## config.mk

```make
export PLATFORM = sky130hd
export DESIGN_NAME = rcvg_fifo
export DESIGN_NICKNAME = d
export VERILOG_FILES = /design/src/rtl/rcvg_pkg.sv /design/src/rtl/rcvg_fifo.sv
export SDC_FILE = /design/constraint.sdc
export NUM_CORES = 1
export LEC_CHECK = 0
export BUFFER_PORTS_ARGS = -buffer_cell sky130_fd_sc_hd__buf_4
export CORE_UTILIZATION = 56
export DETAILED_ROUTE_END_ITERATION = 10
export GPL_TIMING_DRIVEN = 0
export PLACE_DENSITY = 0.82
export SYNTH_ARGS = -nofsm -noshare
export SYNTH_HDL_FRONTEND = slang
export SYNTH_SLANG_ARGS = --single-unit
export TNS_END_PERCENT = 1
```

## constraint.sdc

```tcl
create_clock -name clock -period 5 [get_ports clock]
set_clock_uncertainty 0.2 [all_clocks]
set_input_delay 0.25 -clock clock [delete_from_list [all_inputs] [get_ports clock]]
set_output_delay 0.25 -clock clock [all_outputs]
set_load 0.1 [all_outputs]
```

## src/rtl/rcvg_pkg.sv

```systemverilog
// Shared types, constants and helper functions for the rounded cube vertex generator.
package rcvg_pkg;

   localparam int CORDIC_ITERATIONS_DEF = 16;
   localparam int MAX_STEPS_DEF         = 64;

   localparam int STEPS_W   = 7;
   localparam int RADIUS_W  = 17;
   localparam int RING_W    = 7;
   localparam int SEG_W     = 8;
   localparam int INDEX_W   = 15;
   localparam int Q14_W     = 16;
   localparam int MAG_W     = 9;
   localparam int PHASE_W   = 32;
   localparam int DVD_W     = 38;
   localparam int CORD_W    = 34;
   localparam int TRIG_W    = 32;
   localparam int CSR_IDX_W = 2;
   localparam int FIFO_DEPTH = 4;

   localparam logic [CSR_IDX_W-1:0] CSR_ANGLE_STEPS   = 2'd0;
   localparam logic [CSR_IDX_W-1:0] CSR_SMOOTH_RADIUS = 2'd1;
   localparam logic [CSR_IDX_W-1:0] CSR_MESH_SCALE    = 2'd2;

   localparam logic [STEPS_W-1:0]  STEPS_RESET  = 7'd10;
   localparam logic [RADIUS_W-1:0] RADIUS_RESET = 17'd32768;
   localparam logic [RADIUS_W-1:0] SCALE_RESET  = 17'd32768;
   localparam logic [RADIUS_W-1:0] ONE_Q16      = 17'd65536;

   localparam logic signed [CORD_W-1:0] CORDIC_X0 = 34'sd652032874;

   typedef struct packed {
      logic [STEPS_W-1:0]  steps;
      logic [RADIUS_W-1:0] radius;
      logic [RADIUS_W-1:0] scale;
   } cfg_type;

   typedef struct packed {
      logic               err;
      logic [INDEX_W-1:0] vertex_index;
      logic               alpha_neg;
      logic [MAG_W-1:0]   alpha_mag;
      logic [MAG_W-1:0]   beta_mag;
   } work_type;

   typedef struct packed {
      logic [INDEX_W-1:0]      vertex_index;
      logic signed [Q14_W-1:0] pos_x;
      logic signed [Q14_W-1:0] pos_y;
      logic signed [Q14_W-1:0] pos_z;
      logic signed [Q14_W-1:0] norm_x;
      logic signed [Q14_W-1:0] norm_y;
      logic signed [Q14_W-1:0] norm_z;
      logic                    range_error;
   } result_type;

   // arctangent of 2^-k in phase units, 2^32 = full turn
   function automatic logic [31:0] atan_phase(input int k);
      logic [31:0] v;
      case (k)
         0:  v = 32'd536870912;
         1:  v = 32'd316933406;
         2:  v = 32'd167458907;
         3:  v = 32'd85004756;
         4:  v = 32'd42667331;
         5:  v = 32'd21354465;
         6:  v = 32'd10679838;
         7:  v = 32'd5340245;
         8:  v = 32'd2670163;
         9:  v = 32'd1335087;
         10: v = 32'd667544;
         11: v = 32'd333772;
         12: v = 32'd166886;
         13: v = 32'd83443;
         14: v = 32'd41722;
         15: v = 32'd20861;
         16: v = 32'd10430;
         17: v = 32'd5215;
         18: v = 32'd2608;
         19: v = 32'd1304;
         20: v = 32'd652;
         21: v = 32'd326;
         22: v = 32'd163;
         23: v = 32'd81;
         default: v = 32'd0;
      endcase
      return v;
   endfunction

   function automatic logic signed [Q14_W-1:0] clamp_q14(input logic signed [63:0] v);
      logic signed [Q14_W-1:0] r;
      if (v > 64'sd16384) r = 16'sd16384;
      else if (v < -64'sd16384) r = -16'sd16384;
      else r = v[Q14_W-1:0];
      return r;
   endfunction

endpackage

```

## src/rtl/rcvg_fifo.sv

```systemverilog
// Small register queue used between front and back and on the result side.
module rcvg_fifo
   import rcvg_pkg::*;
#(
   parameter int WIDTH = 8,
   parameter int DEPTH = FIFO_DEPTH
) (
   input  logic             clock,
   input  logic             reset,
   input  logic             push,
   input  logic [WIDTH-1:0] push_data,
   output logic             full,
   input  logic             pop,
   output logic [WIDTH-1:0] pop_data,
   output logic             empty
);
   localparam int AW = (DEPTH > 1) ? $clog2(DEPTH) : 1;

   logic [WIDTH-1:0] mem_ff [DEPTH];
   logic [AW-1:0]    wr_ptr_ff, wr_ptr_in;
   logic [AW-1:0]    rd_ptr_ff, rd_ptr_in;
   logic [AW:0]      count_ff, count_in;
   logic             do_push, do_pop;

   assign full     = (count_ff == (AW+1)'(DEPTH));
   assign empty    = (count_ff == '0);
   assign do_push  = push && !full;
   assign do_pop   = pop && !empty;
   assign pop_data = mem_ff[rd_ptr_ff];

   always_comb begin
      wr_ptr_in = wr_ptr_ff;
      rd_ptr_in = rd_ptr_ff;
      count_in  = count_ff;
      if (do_push) begin
         wr_ptr_in = (wr_ptr_ff == AW'(DEPTH-1)) ? '0 : wr_ptr_ff + 1'b1;
      end
      if (do_pop) begin
         rd_ptr_in = (rd_ptr_ff == AW'(DEPTH-1)) ? '0 : rd_ptr_ff + 1'b1;
      end
      if (do_push && !do_pop) count_in = count_ff + 1'b1;
      else if (do_pop && !do_push) count_in = count_ff - 1'b1;
   end

   always_ff @(posedge clock) begin
      if (reset) begin
         wr_ptr_ff <= '0;
         rd_ptr_ff <= '0;
         count_ff  <= '0;
      end else begin
         wr_ptr_ff <= wr_ptr_in;
         rd_ptr_ff <= rd_ptr_in;
         count_ff  <= count_in;
      end
   end

   always_ff @(posedge clock) begin
      if (do_push) mem_ff[wr_ptr_ff] <= push_data;
   end

endmodule

```

==> impl_metrics.tcl <==
set metrics [dict create \
    p_total_mw 1.16 \
    antenna_found_initial 0 \
    die_h_um 56.2 \
    p_leak_nw 0.761 \
    slew_viol_final 0 \
    endpoint_kind "register" \
    drcViolationCount 0 \
    max-vdd-ir-drop_mv 0.512 \
    worstPathRequired_ns 5.09 \
    die_x_um 56.2 \
    numCtsBuffers 5 \
    status "complete, no violations" \
    final_common_cell "edfxtp_1" \
    synthCells 92 \
    syn_nets 111 \
    worst_pin_slew_ns 0.513 \
    clk_path_buf_depth 2 \
    overflow 0 \
    path_class "reg2reg" \
    insertion_delay_ns 0.34 \
    synth-seq-area-share 0.694 \
    p_per_area_nw_per_um2 576 \
    routed_via_density 5.58 \
    path_delay_family "simple AND/OR/NAND/NOR gates" \
    fin_util 0.725 \
    fmax_mhz 398 \
    yosys_warnings 0 \
    grt_max_degree 14 \
    firstDrtPassIters 4 \
    period_share 0.503 \
    postSynthAreaPerCell_sq_um 17.9 \
    vias 892 \
    fillers 186 \
    grt_pass1_wl_mm 4.48 \
    clk_pin_slew_ns 0.12 \
    diodes 0 \
    drive_gt1_frac 0.364 \
    grt_pass1_vias 947 \
    cp_max_fo 7 \
    setup_viol 0 \
    ys_types 26 \
    pin_count 22 \
    wire_per_inst_um 16.3 \
    cp.arrival_ns 2.60 \
    syn2layout_area_growth_pct 22.6 \
    period_needed_ns 2.51 \
    maxCapViolCount 0 \
    cts.htree.levels 2 \
    slowest_stage "dfxtp_1" \
    initial_utilization 0.592 \
    final_cell_mix "32 x edfxtp_1, 20 x buf_4, 9 x dfxtp_1, 9 x dlygate4sd3_1, 8 x mux4_2" \
    port_buffers 20 \
    nNetsFinal 147 \
    rows 19 \
    start_kind "register" \
    fin_cells 160 \
    cts_setup_buffers 0 \
    die-area_sq_um 3160 \
    cts_tree "done" \
    gr-usage-all-layers 0.198 \
    hold_viol 0 \
    dp_cells 143 \
    hpwlAfterDp_mm 1.79 \
    ant_nets 0 \
    clockRootBuffer "clkbuf_4" \
    synth_seq_cells 41 \
    worst_slew_margin_rel 0.658 \
    rsz0062_at_grt "no" \
    crit_buf_inv 3 \
    max_stage_delay_ns 0.46 \
    core_area_sq_um 2780 \
    path_cells "or3b_1 -> buf_6 -> clkinv_4 -> nor2_2 -> ha_1 -> inv_1 -> fa_1 -> xor2_1 -> or3_2 -> a21oi_1" \
    setup_tns_ns 0 \
    hp-class "in2reg" \
    netlist_area_sq_um 1650 \
    wl_mm 2.60 \
    clock-sinks 41 \
    gp_congestion 0.653 \
    drtIter0Drc 7 \
]
-- power by group --
part | internal [mW] | switching (mW)
clock | 0.115 | 0.103
combinational | 0.144 | 0.359
sequential | 0.415 | 0.0258
total | 0.674 | 0.488
-- cell usage after synthesis (all sizes together) --
library cell  instances  area (sq um)
edfxtp               32           961
dfxtp                 9           180
mux4                  8           180
ha                    6          75.1
and3                  4          30.0
inv                   4          15.0
nor2                  4          17.5
a21oi                 3          15.0
buf                   3          20.0
mux2i                 2          20.0
nand3                 2          10.0
nor3                  2          10.0
o21ai                 2          10.0
o31ai                 2          25.0
or3                   2          13.8
xor2                  2          17.5
clkbuf                1          3.75
clkinv                1          8.76
fa                    1          20.0
nand2                 1          3.75
or3b                  1          8.76
-- area by class of cell --
class | count | area, sq um | share of cell area
plain buffers | 4 | 23.8 | 0.0118
repair buffers | 29 | 240 | 0.119
multi-input cells | 42 | 457 | 0.226
flip-flops and latches | 41 | 1140 | 0.566
clock buffers | 7 | 87.6 | 0.0434
inverters | 5 | 23.8 | 0.0118
clock inverters | 1 | 5.00 | 0.00248
well taps | 31 | 38.8 | 0.0192
-- timing repair --
| action | in CTS | in global routing |
|---|---|---|
| hold buffers | 9 | 0 |
| resized for setup | 0 | 0 |
| endpoints found under the hold margin | 34 | 0 |
-- state kept, by name, indices dropped and copies added, names as in the netlist, named ones only --
register	cells
mem_ff	32
rd_ptr_ff	2
wr_ptr_ff	2
count_ff	3
-- path summary, 6_finish.rpt --
path | to | start | slack [ns] | depth (start not counted)
setup / recovery | count_ff[2]$_SDFFE_PP0P_ | count_ff[0]$_SDFFE_PP0P_ | 2.49 | 10
hold / removal | count_ff[0]$_SDFFE_PP0P_ | reset | 0.05 | 2
setup reg to reg | count_ff[2]$_SDFFE_PP0P_ | count_ff[0]$_SDFFE_PP0P_ | 2.49 | 10
hold reg to reg | rd_ptr_ff[0]$_SDFFE_PP0P_ | rd_ptr_ff[0]$_SDFFE_PP0P_ | 0.33 | 2
-- per-stage QoR --
| stage | hold slack [ns] | instance area, sq um | worst slack (ns) |
|---|---|---|---|
| after floorplan | 0.149 | 1650 | 2.11 |
| after global placement | 0.249 | 1830 | 2.54 |
| after detailed placement | 0.258 | 1830 | 2.50 |
| after CTS | 0.0360 | 2020 | 2.46 |
| after global routing | 0.0601 | 2020 | 2.34 |
| final | 0.0523 | 2020 | 2.49 |
-- cell families after synthesis --
group	Yosys count	synth area share
DFF	41	0.694
and+or+nand+nor	16	0.0570
muxes	10	0.122
buffers and inverters	9	0.0289
AOI/OAI and AO/OA	7	0.0304
adders and majority gates	7	0.0578
xor gates and xnor gates	2	0.0106
-- routing by layer --
metal,part of all wire,GRT usage,vias to the layer above,wire length [um]
met5,0,0,-,0
met4,0.020,0.0941,0,53
met3,0.041,0.0628,4,108
met2,0.52,0.330,21,1340
met1,0.42,0.232,441,1100
li1,-,-,426,-
Power figures use the tool's default switching activity.
