<file path="config.mk">
export PLATFORM = sky130hd
export DESIGN_NAME = rcvg_front
export DESIGN_NICKNAME = d
export VERILOG_FILES = /design/src/rtl/rcvg_pkg.sv /design/src/rtl/rcvg_front.sv
export SDC_FILE = /design/constraint.sdc
export NUM_CORES = 1
export LEC_CHECK = 0
export ABC_AREA = 1
export BUFFER_PORTS_ARGS = -buffer_cell sky130_fd_sc_hd__buf_2
export CAP_MARGIN = 0
export CORE_MARGIN = 3
export CORE_UTILIZATION = 56
export DETAILED_ROUTE_END_ITERATION = 7
export PLACE_DENSITY = 0.95
export SETUP_SLACK_MARGIN = 0.02
export SLEW_MARGIN = 20
export SYNTH_ARGS = -nofsm -noshare
export SYNTH_HDL_FRONTEND = slang
export SYNTH_SLANG_ARGS = --single-unit
</file>
<file path="constraint.sdc">
create_clock -name vclk -period 7.8
set_clock_uncertainty 0.05 [all_clocks]
set_input_delay 1.56 -clock vclk [all_inputs]
set_output_delay 1.56 -clock vclk [all_outputs]
set_load 0.1 [all_outputs]
</file>
<file path="src/rtl/rcvg_pkg.sv">
// Shared types, constants and helper functions for the rounded cube vertex generator.
package rcvg_pkg;

   localparam int CORDIC_ITERATIONS_DEF = 16;
   localparam int MAX_STEPS_DEF         = 64;

   localparam int STEPS_W   = 7;
   localparam int RADIUS_W  = 17;
   localparam int RING_W    = 7;
   localparam int SEG_W     = 8;
   localparam int INDEX_W   = 15;
   localparam int Q14_W     = 16;
   localparam int MAG_W     = 9;
   localparam int PHASE_W   = 32;
   localparam int DVD_W     = 38;
   localparam int CORD_W    = 34;
   localparam int TRIG_W    = 32;
   localparam int CSR_IDX_W = 2;
   localparam int FIFO_DEPTH = 4;

   localparam logic [CSR_IDX_W-1:0] CSR_ANGLE_STEPS   = 2'd0;
   localparam logic [CSR_IDX_W-1:0] CSR_SMOOTH_RADIUS = 2'd1;
   localparam logic [CSR_IDX_W-1:0] CSR_MESH_SCALE    = 2'd2;

   localparam logic [STEPS_W-1:0]  STEPS_RESET  = 7'd10;
   localparam logic [RADIUS_W-1:0] RADIUS_RESET = 17'd32768;
   localparam logic [RADIUS_W-1:0] SCALE_RESET  = 17'd32768;
   localparam logic [RADIUS_W-1:0] ONE_Q16      = 17'd65536;

   localparam logic signed [CORD_W-1:0] CORDIC_X0 = 34'sd652032874;

   typedef struct packed {
      logic [STEPS_W-1:0]  steps;
      logic [RADIUS_W-1:0] radius;
      logic [RADIUS_W-1:0] scale;
   } cfg_type;

   typedef struct packed {
      logic               err;
      logic [INDEX_W-1:0] vertex_index;
      logic               alpha_neg;
      logic [MAG_W-1:0]   alpha_mag;
      logic [MAG_W-1:0]   beta_mag;
   } work_type;

   typedef struct packed {
      logic [INDEX_W-1:0]      vertex_index;
      logic signed [Q14_W-1:0] pos_x;
      logic signed [Q14_W-1:0] pos_y;
      logic signed [Q14_W-1:0] pos_z;
      logic signed [Q14_W-1:0] norm_x;
      logic signed [Q14_W-1:0] norm_y;
      logic signed [Q14_W-1:0] norm_z;
      logic                    range_error;
   } result_type;

   // arctangent of 2^-k in phase units, 2^32 = full turn
   function automatic logic [31:0] atan_phase(input int k);
      logic [31:0] v;
      case (k)
         0:  v = 32'd536870912;
         1:  v = 32'd316933406;
         2:  v = 32'd167458907;
         3:  v = 32'd85004756;
         4:  v = 32'd42667331;
         5:  v = 32'd21354465;
         6:  v = 32'd10679838;
         7:  v = 32'd5340245;
         8:  v = 32'd2670163;
         9:  v = 32'd1335087;
         10: v = 32'd667544;
         11: v = 32'd333772;
         12: v = 32'd166886;
         13: v = 32'd83443;
         14: v = 32'd41722;
         15: v = 32'd20861;
         16: v = 32'd10430;
         17: v = 32'd5215;
         18: v = 32'd2608;
         19: v = 32'd1304;
         20: v = 32'd652;
         21: v = 32'd326;
         22: v = 32'd163;
         23: v = 32'd81;
         default: v = 32'd0;
      endcase
      return v;
   endfunction

   function automatic logic signed [Q14_W-1:0] clamp_q14(input logic signed [63:0] v);
      logic signed [Q14_W-1:0] r;
      if (v > 64'sd16384) r = 16'sd16384;
      else if (v < -64'sd16384) r = -16'sd16384;
      else r = v[Q14_W-1:0];
      return r;
   endfunction

endpackage

</file>
<file path="src/rtl/rcvg_front.sv">
// Front part: accepts requests, checks grid bounds and forms the angle numerators.
module rcvg_front
   import rcvg_pkg::*;
(
   input  logic              req_push,
   input  logic [RING_W-1:0] req_ring,
   input  logic [SEG_W-1:0]  req_segment,
   output logic              req_full,
   input  cfg_type           cfg,
   input  logic              mid_full,
   output logic              mid_push,
   output work_type          mid_data
);
   logic [STEPS_W-1:0] st;
   logic [15:0]        vi_full;

   assign req_full = mid_full;
   assign mid_push = req_push && !mid_full;

   always_comb begin
      st = cfg.steps;
      mid_data.err = (st == '0) ||
                     ({1'b0, req_ring} >= {st, 1'b0}) ||
                     ({1'b0, req_segment} >= {st, 2'b00});
      vi_full = 16'(req_ring) * 16'({st, 2'b00}) + 16'(req_segment);
      mid_data.vertex_index = vi_full[INDEX_W-1:0];
      // latitude numerator 2*ring - 2*s + 1, kept as sign and magnitude
      if (req_ring >= st) begin
         mid_data.alpha_neg = 1'b0;
         mid_data.alpha_mag = {1'b0, req_ring - st, 1'b1};
      end else begin
         mid_data.alpha_neg = 1'b1;
         mid_data.alpha_mag = {1'b0, st - req_ring - 7'd1, 1'b1};
      end
      mid_data.beta_mag = {req_segment, 1'b1};
   end

endmodule

</file>
==> results of run 1 <==
-- critical path: cells and delay by family --
family	cells	cell delay, ns
buffers and inverters	8	0.87
AND/OR/NAND/NOR	8	0.75
adder cells (fa/ha/maj)	6	2.70
-- worst min path at each step --
stage	startpoint	end	slack, ns
floorplan	req_segment[0]	mid_data[19]	3.28
global placement	mid_full	req_full	3.45
detailed placement	mid_full	req_full	3.46
CTS	mid_full	req_full	3.46
global route	mid_full	req_full	3.47
finish	mid_full	req_full	3.45
-- final cells by class --
type               count  area [um2]  area share (%)
well taps             72        90.1            2.47
inverters            104         390            10.7
multi-input cells    368        2780            76.3
repair buffers        60         383            10.5
-- through the flow --
step	total power [mW]	area, um2	cells	hold slack, ns
finish	1.40	3640	604	3.45
global route	1.50	3640	604	3.47
CTS	1.39	3640	604	3.46
detailed placement	1.39	3640	604	3.46
global placement	1.36	3640	604	3.45
floorplan	1.08	3290	490	3.28
-- per-layer routing --
| layer | GRT usage [%] | vias up | share of wire [%] |
|---|---|---|---|
| li1 | - | 1578 | - |
| met1 | 29.8 | 1511 | 43 |
| met2 | 46.6 | 93 | 52 |
| met3 | 0.651 | 8 | 4.3 |
| met4 | 3.65 | 0 | 0.83 |
| met5 | 0 | - | 0 |
-- timing repair --
item                                    CTS  global route
buffers inserted                          0             0
endpoints found under the setup margin    0             2
gates resized for setup                   0             2
-- kinds of logic after synthesis --
kind of cell,Yosys count
other cells,2
simple gates,203
buf+inv,122
fa+ha+maj,98
xor+xnor,26
compound gates,38
-- placed cells by master, fill, tap and decap left out, types with 9 or more instances in the layout --
cell type,netlist,routed
buf_2,1,52
nand2_1,138,138
xor2_1,18,15
a21oi_1,20,20
nor2_1,16,15
inv_1,102,102
nand2_2,9,9
nand3_1,23,23
fa_1,25,25
ha_1,73,72
-- power groups by stage --
stage | combinational, mW | sequential, mW | clock, mW
2_1_floorplan | 1.08 | 0 | 0
3_3_place_gp | 1.36 | 0 | 0
3_5_place_dp | 1.39 | 0 | 0
4_1_cts | 1.39 | 0 | 0
5_1_grt | 1.50 | 0 | 0
6_report | 1.40 | 0 | 0
==> results.toml, run 1 <==
[yosys]
yosysTopAreaCellShare_pct = 28.0
seq_area_frac_synth_pct = 0
synth_top_family_by_area = "adder cells"
synthXorXnorAreaFrac_pct = 6.98
synth.area.mux_share_pct = 0
yosysWarnings = 0
synth_simple_gate_area_share_pct = 26.9
synth_most_common_cell = "nand2_1"
synth_cells = 489
yosys.cell_types.count = 35
synth-adder-area-share_pct = 43.3
netlist_top_cells_count = "nand2_1 (138), inv_1 (102), ha_1 (73), fa_1 (25), nand3_1 (23)"
synth_compound_area_share_pct = 6.86
synthesis.area_mm2 = 0.00326
syn_avg_cell_area_um2 = 6.67
yosysTopAreaCell = "ha_1"
synthTopCellsByArea = "ha_1 (28%), nand2_1 (16%), fa_1 (15%)"

[placed_design]
dpl.hpwl_um = 6490
place.gp.congestion = 0.888
port_buffers = 58
pre_cts_ws_ns = 0.253

[status]
status = "finished clean"

[die]
die_w_um = 82.3
start_util_pct = 58.5
row_count = 27
fp.coreArea_mm2 = 0.00557
die_h_um = 82.3
io_pins = 95
fp.dieArea_mm2 = 0.00678

[cells_and_area]
antenna_cells = 0
register_area_um2 = 0
fin_util_pct = 65.4
flops_and_latches = 0
drive_above_1_share_pct = 15.4
n_fill_cell = 511
area_growth_pct = 11.7
clockBufferCount = 0
nets = 690

[timing]
finalCritPeriodShare_pct = 95.9
worst_slack_ns = 0.318
fin_crit_ns = 7.48
finalSetupTns_ns = 0
drv_slew = 0
setup_viol = 0
hold_violations = 0
rsz0062_at_grt = "false"
fmax_mhz = 134

[grt]
antenna_found_initial = 0
grt_pass1_vias = 3180
grt-ovfl-total = 0
track_usage_pct = 24.0
grt_pass1_wl_um = 13300
grt_max_degree = 12

[pwr]
power.density_mw_per_mm2 = 383
p_switching_mw = 1.02
p_seq_share_pct = 0
p_leak_nw = 2.36
p_int_uw = 381
clockPowerShare_pct = 0
ir_worst_vdd_mv = 0.591
swShare_pct = 72.7
p_comb_share_pct = 100.0

[routing]
ant_nets = 0
wl_per_cell_um = 12.6
wirelength_um = 7610
drt_iter0_drc = 112
drc = 0
avgViaCountPerCell = 5.28
vias = 3190
dr.pass1.iters = 5

[setup_path]
path_max_fanout = 10
endpoint = "mid_data[30]"
slowest_delay_ns = 0.54
worstPathArrival_ns = 5.87
startpoint = "req_ring[3]"
cp_data_required_time_ns = 6.19
slowest_stage = "fa_1"
cp-start-kind = "primary input"
crit_chain = "buf_2, ha_1, fa_1, inv_1, fa_1, inv_1, fa_1, inv_1, fa_1, inv_1, ha_1, nand2_2, inv_1, nand2_1, nand3_1, nand2_1, nand2_2, inv_1, nor2_4, nand3_1, nand2_1, clkbuf_4"
endpoint_kind = "primary output"
path_common_cell = "inv_1"
worstSetupPathType = "primary input to primary output"

[hold_path]
min_path_cells = 2
hp-class = "primary input to primary output"

[clocking]
cts_hold_buf = 0

[flow_run]
maxCapViolCount = 0
Power figures use the tool's default switching activity.
==> run 2, diff against run 1 <==
--- a/config.mk
+++ b/config.mk
@@ -11,7 +11,7 @@
 export CORE_MARGIN = 3
 export CORE_UTILIZATION = 56
 export DETAILED_ROUTE_END_ITERATION = 7
-export PLACE_DENSITY = 0.95
+export PLACE_DENSITY = 0.81
 export SETUP_SLACK_MARGIN = 0.02
 export SLEW_MARGIN = 20
 export SYNTH_ARGS = -nofsm -noshare
==> run 2 against run 1 <==
  * Fmax decreased by 0.37%
  * Non-clock buffer count increased by 1
  * Global-route usage decreased by 0.76 points
  * Critical path type unchanged
  * Highest routed layer unchanged
==> results.toml, run 2 (same netlist as run 1, synthesis figures left out) <==
[cells_and_area]
antenna_cells = 0
final_common_cell = "nand2_1"
clockBufferCount = 0
flops_and_latches = 0
drive_above_1_share_pct = 15.6
area_growth_pct = 11.9
mostFrequentLayoutCells = "nand2_1 (138), inv_1 (102), ha_1 (73)"
register_area_um2 = 0
nets = 691

[timing]
setup_viol = 0
finalSetupTns_ns = 0
hold_violations = 0
drv_slew = 0
rsz0062_at_grt = "false"
fin_crit_ns = 7.51
worst_slack_ns = 0.291
finalCritPeriodShare_pct = 96.3
fmax_mhz = 133

[routing]
wirelength_um = 7420
drt_iter0_drc = 185
wl_per_cell_um = 12.3
ant_nets = 0
avgViaCountPerCell = 5.10
vias = 3083
drc = 0
dr.pass1.iters = 5

[grt]
top_usage_layer = "met2"
grt_pass1_wl_um = 12900
grt-ovfl-total = 0
grt_max_degree = 12
grt_pass1_vias = 3062
gr-usage-met2_pct = 43.9
antenna_found_initial = 0
use_met1_pct = 28.7
grtUsageMet3_pct = 1.41
track_usage_pct = 23.3

[hold_path]
hp-class = "primary input to primary output"

[clocking]
postCtsSetupBuffers = 0
cts_hold_buf = 0
post_cts_resized = 0

[die]
fp.coreArea_mm2 = 0.00557
io_pins = 95
start_util_pct = 58.5
fp.dieArea_mm2 = 0.00678
row_count = 27
die_w_um = 82.3
die_h_um = 82.3

[placed_design]
place.gp.congestion = 0.889
port_buffers = 58
pre_cts_ws_ns = 0.151
dpl.hpwl_um = 6410

[flow_run]
maxCapViolCount = 0

[status]
status = "finished clean"

[setup_path]
path_max_fanout = 10
worstPathArrival_ns = 5.90
cp_data_required_time_ns = 6.19
cp-start-kind = "primary input"
endpoint_kind = "primary output"
worstSetupPathType = "primary input to primary output"

[pwr]
ir_worst_vdd_mv = 0.634
power.density_mw_per_mm2 = 377
p_leak_nw = 2.37
run 2: worst paths after layout:
check	from	endpoint	slack, ns	cells after the start
setup / recovery	cfg[36]	mid_data[31]	0.29	21
hold / removal	mid_full	req_full	3.46	2
run 2: final cells by class:
type | count | area [um2]
inverter | 104 | 390
tap | 72 | 90.1
timing repair buffer | 61 | 388
multi-input combinational | 368 | 2780
fill | 506 | 1920
run 2: routing by layer:
| metal | routed length (um) | share of wire [%] |
|---|---|---|
| met3 | 404 | 5.4 |
| met1 | 3110 | 42 |
| met2 | 3800 | 51 |
| met5 | 0 | 0 |
| met4 | 100 | 1.3 |
run 2: through the flow:
step,instances,util [%],power (mW),area (um2),hold slack (ns)
after floorplan,490,-,1.08,3290,3.28
after global placement,605,65.4,1.35,3650,3.45
after detailed placement,605,65.4,1.37,3650,3.46
after CTS,605,65.4,1.38,3650,3.45
after global routing,605,65.5,1.49,3650,3.47
final,605,65.5,1.38,3650,3.46
run 2: power breakdown:
group,switching (mW),internal [mW]
logic,1.01,0.370
clock network,0,0
registers,0,0
total,1.01,0.370
run 2: worst max-delay path: stages:
cell	delay [ns]
buf_2	0.18
ha_1	0.22
fa_1	0.46
ha_1	0.29
inv_1	0.05
fa_1	0.51
fa_1	0.55
inv_1	0.04
ha_1	0.36
xor2_1	0.19
ha_1	0.34
nand2_1	0.09
inv_1	0.06
nand2_1	0.05
nand2_1	0.08
a21oi_2	0.06
nor2_1	0.14
nand2_2	0.11
nor2_4	0.16
xor2_2	0.19
buf_12	0.19
==> run 3, diff against run 2 <==
--- a/config.mk
+++ b/config.mk
@@ -8,11 +8,11 @@
 export ABC_AREA = 1
 export BUFFER_PORTS_ARGS = -buffer_cell sky130_fd_sc_hd__buf_2
 export CAP_MARGIN = 0
-export CORE_MARGIN = 3
+export CORE_MARGIN = 2
 export CORE_UTILIZATION = 56
 export DETAILED_ROUTE_END_ITERATION = 7
 export PLACE_DENSITY = 0.81
-export SETUP_SLACK_MARGIN = 0.02
+export SETUP_SLACK_MARGIN = 0.1
 export SLEW_MARGIN = 20
 export SYNTH_ARGS = -nofsm -noshare
 export SYNTH_HDL_FRONTEND = slang
==> run 3 against run 2 <==
  * Via count increased by 0.32%
  * Combinational power hardly changed
  * Largest power group unchanged
  * Final cell count unchanged
  * Fmax is 1.1% higher
  * Critical path type unchanged
==> results.toml, run 3 (same netlist as run 1, synthesis figures left out) <==
[status]
status = "finished clean"

[routing]
drt_iter0_drc = 108
ant_nets = 0
dr.pass1.iters = 5
vias = 3093
wirelength_um = 7120
drc = 0
wl_per_cell_um = 11.8
avgViaCountPerCell = 5.11

[grt]
grtUsageMet3_pct = 1.46
top_usage_layer = "met2"
gr-usage-met2_pct = 45.3
grt_pass1_vias = 3090
grt_pass1_wl_um = 13100
grt-ovfl-total = 0
grt_max_degree = 12
antenna_found_initial = 0
track_usage_pct = 24.5
use_met1_pct = 31.2

[flow_run]
maxCapViolCount = 0

[placed_design]
place.gp.congestion = 0.903
dpl.hpwl_um = 6140
pre_cts_ws_ns = 0.179
port_buffers = 58
placed_cell_area_mm2 = 0.00364
dpl.cell_count = 604

[die]
row_count = 27
fp.dieArea_mm2 = 0.00645
die_w_um = 80.3
start_util_pct = 58.5
io_pins = 95
die_h_um = 80.3
fp.coreArea_mm2 = 0.00557

[cells_and_area]
nets = 691
multi_input_area_mm2 = 0.00280
mostFrequentLayoutCells = "nand2_1 (138), inv_1 (102), ha_1 (72)"
fin_util_pct = 65.9
flops_and_latches = 0
antenna_cells = 0
n_fill_cell = 513
clockBufferCount = 0
final-instance-count-excl-fill = 605
register_area_um2 = 0
fin_area_mm2 = 0.00367
drive_above_1_share_pct = 16.3
final_common_cell = "nand2_1"
area_growth_pct = 12.6

[timing]
fin_crit_ns = 7.43
worst_slack_ns = 0.370
finalCritPeriodShare_pct = 95.3
fmax_mhz = 135
hold_violations = 0
rsz0062_at_grt = "false"
setup_viol = 0
drv_slew = 0
timing.hold.ws_ns = 3.45
finalSetupTns_ns = 0

[setup_path]
slowest_delay_ns = 0.56
worstSetupPathType = "primary input to primary output"
endpoint_kind = "primary output"
crit_chain = "buf_2, nand2_1, inv_1, fa_1, ha_1, inv_1, fa_1, fa_1, inv_1, ha_2, xor2_1, ha_1, nand2_1, inv_1, nand2_1, nand2_1, a21oi_4, nor2_2, nand2_2, nor2_4, nand2_1, nand2_1, nand2_1, buf_12"
path_common_cell = "nand2_1"
cp_data_required_time_ns = 6.19
path_max_fanout = 11
cp-start-kind = "primary input"
slowest_stage = "fa_1"
worstPathArrival_ns = 5.82

[hold_path]
min_to = "req_full"
hp-class = "primary input to primary output"
hold_start = "mid_full"
min_path_cells = 2

[pwr]
clockPowerShare_pct = 0
p_int_uw = 378
power.density_mw_per_mm2 = 378
total_power_mw = 1.39
p_seq_share_pct = 0
p_switching_mw = 1.01
p_comb_share_pct = 100.0
ir_worst_vdd_mv = 0.926
p_leak_nw = 2.37
swShare_pct = 72.8
[run 3: changes by cell type in the layout (fill, tap and decap cells not counted)]
| cell | before | now |
|---|---|---|
| buf_2 | 53 | 51 |
| clkbuf_4 | 0 | 2 |
| nor2_1 | 15 | 13 |
| nor2_2 | 2 | 4 |
| a21oi_1 | 19 | 18 |
| a21oi_4 | 0 | 1 |
| ha_1 | 73 | 72 |
| ha_2 | 0 | 1 |
[run 3: worst max path at each step]
stage	to	cells past startpoint	slack, ns	from
floorplan	mid_data[31]	19	0.19	req_ring[3]
global placement	mid_data[33]	23	0.27	cfg[36]
detailed placement	mid_data[33]	23	0.18	cfg[36]
CTS	mid_data[33]	23	0.16	cfg[36]
global route	mid_data[31]	22	0.1	cfg[35]
finish	mid_data[33]	24	0.37	cfg[35]
[run 3: area by class of cell]
class                           count  share of cell area, %
Tap cell                           72                   2.45
Inverter                          104                   10.6
Timing Repair Buffer               61                   10.7
Multi-Input combinational cell    368                   76.2
[run 3: routing by layer]
metal  share of wire, %  vias up  routed length [um]
li1                   -     1585                   -
met1                 45     1427                3170
met2                 51       73                3620
met3                3.7        8                 266
met4               0.84        0                  60
met5                  0        -                   0
[run 3: power by group through the flow]
stage | combinational (mW) | sequential (mW) | clock [mW]
floorplan | 1.08 | 0 | 0
global placement | 1.35 | 0 | 0
detailed placement | 1.37 | 0 | 0
CTS | 1.38 | 0 | 0
global route | 1.50 | 0 | 0
finish | 1.39 | 0 | 0
[run 3: worst max-delay path, delay by kind of cell]
kind	cells	cell delay, ns
fa+ha+maj	6	2.46
buf+inv	6	0.67
compound gates	1	0.05
simple gates	10	0.90
xor+xnor	1	0.17
[run 3: timing repair]
action | in CTS | in global routing
buffers inserted | 0 | 1
setup endpoints to repair | 0 | 4
hold endpoints to repair | 0 | 0
gates resized for setup | 0 | 8
hold buffers | 0 | 0
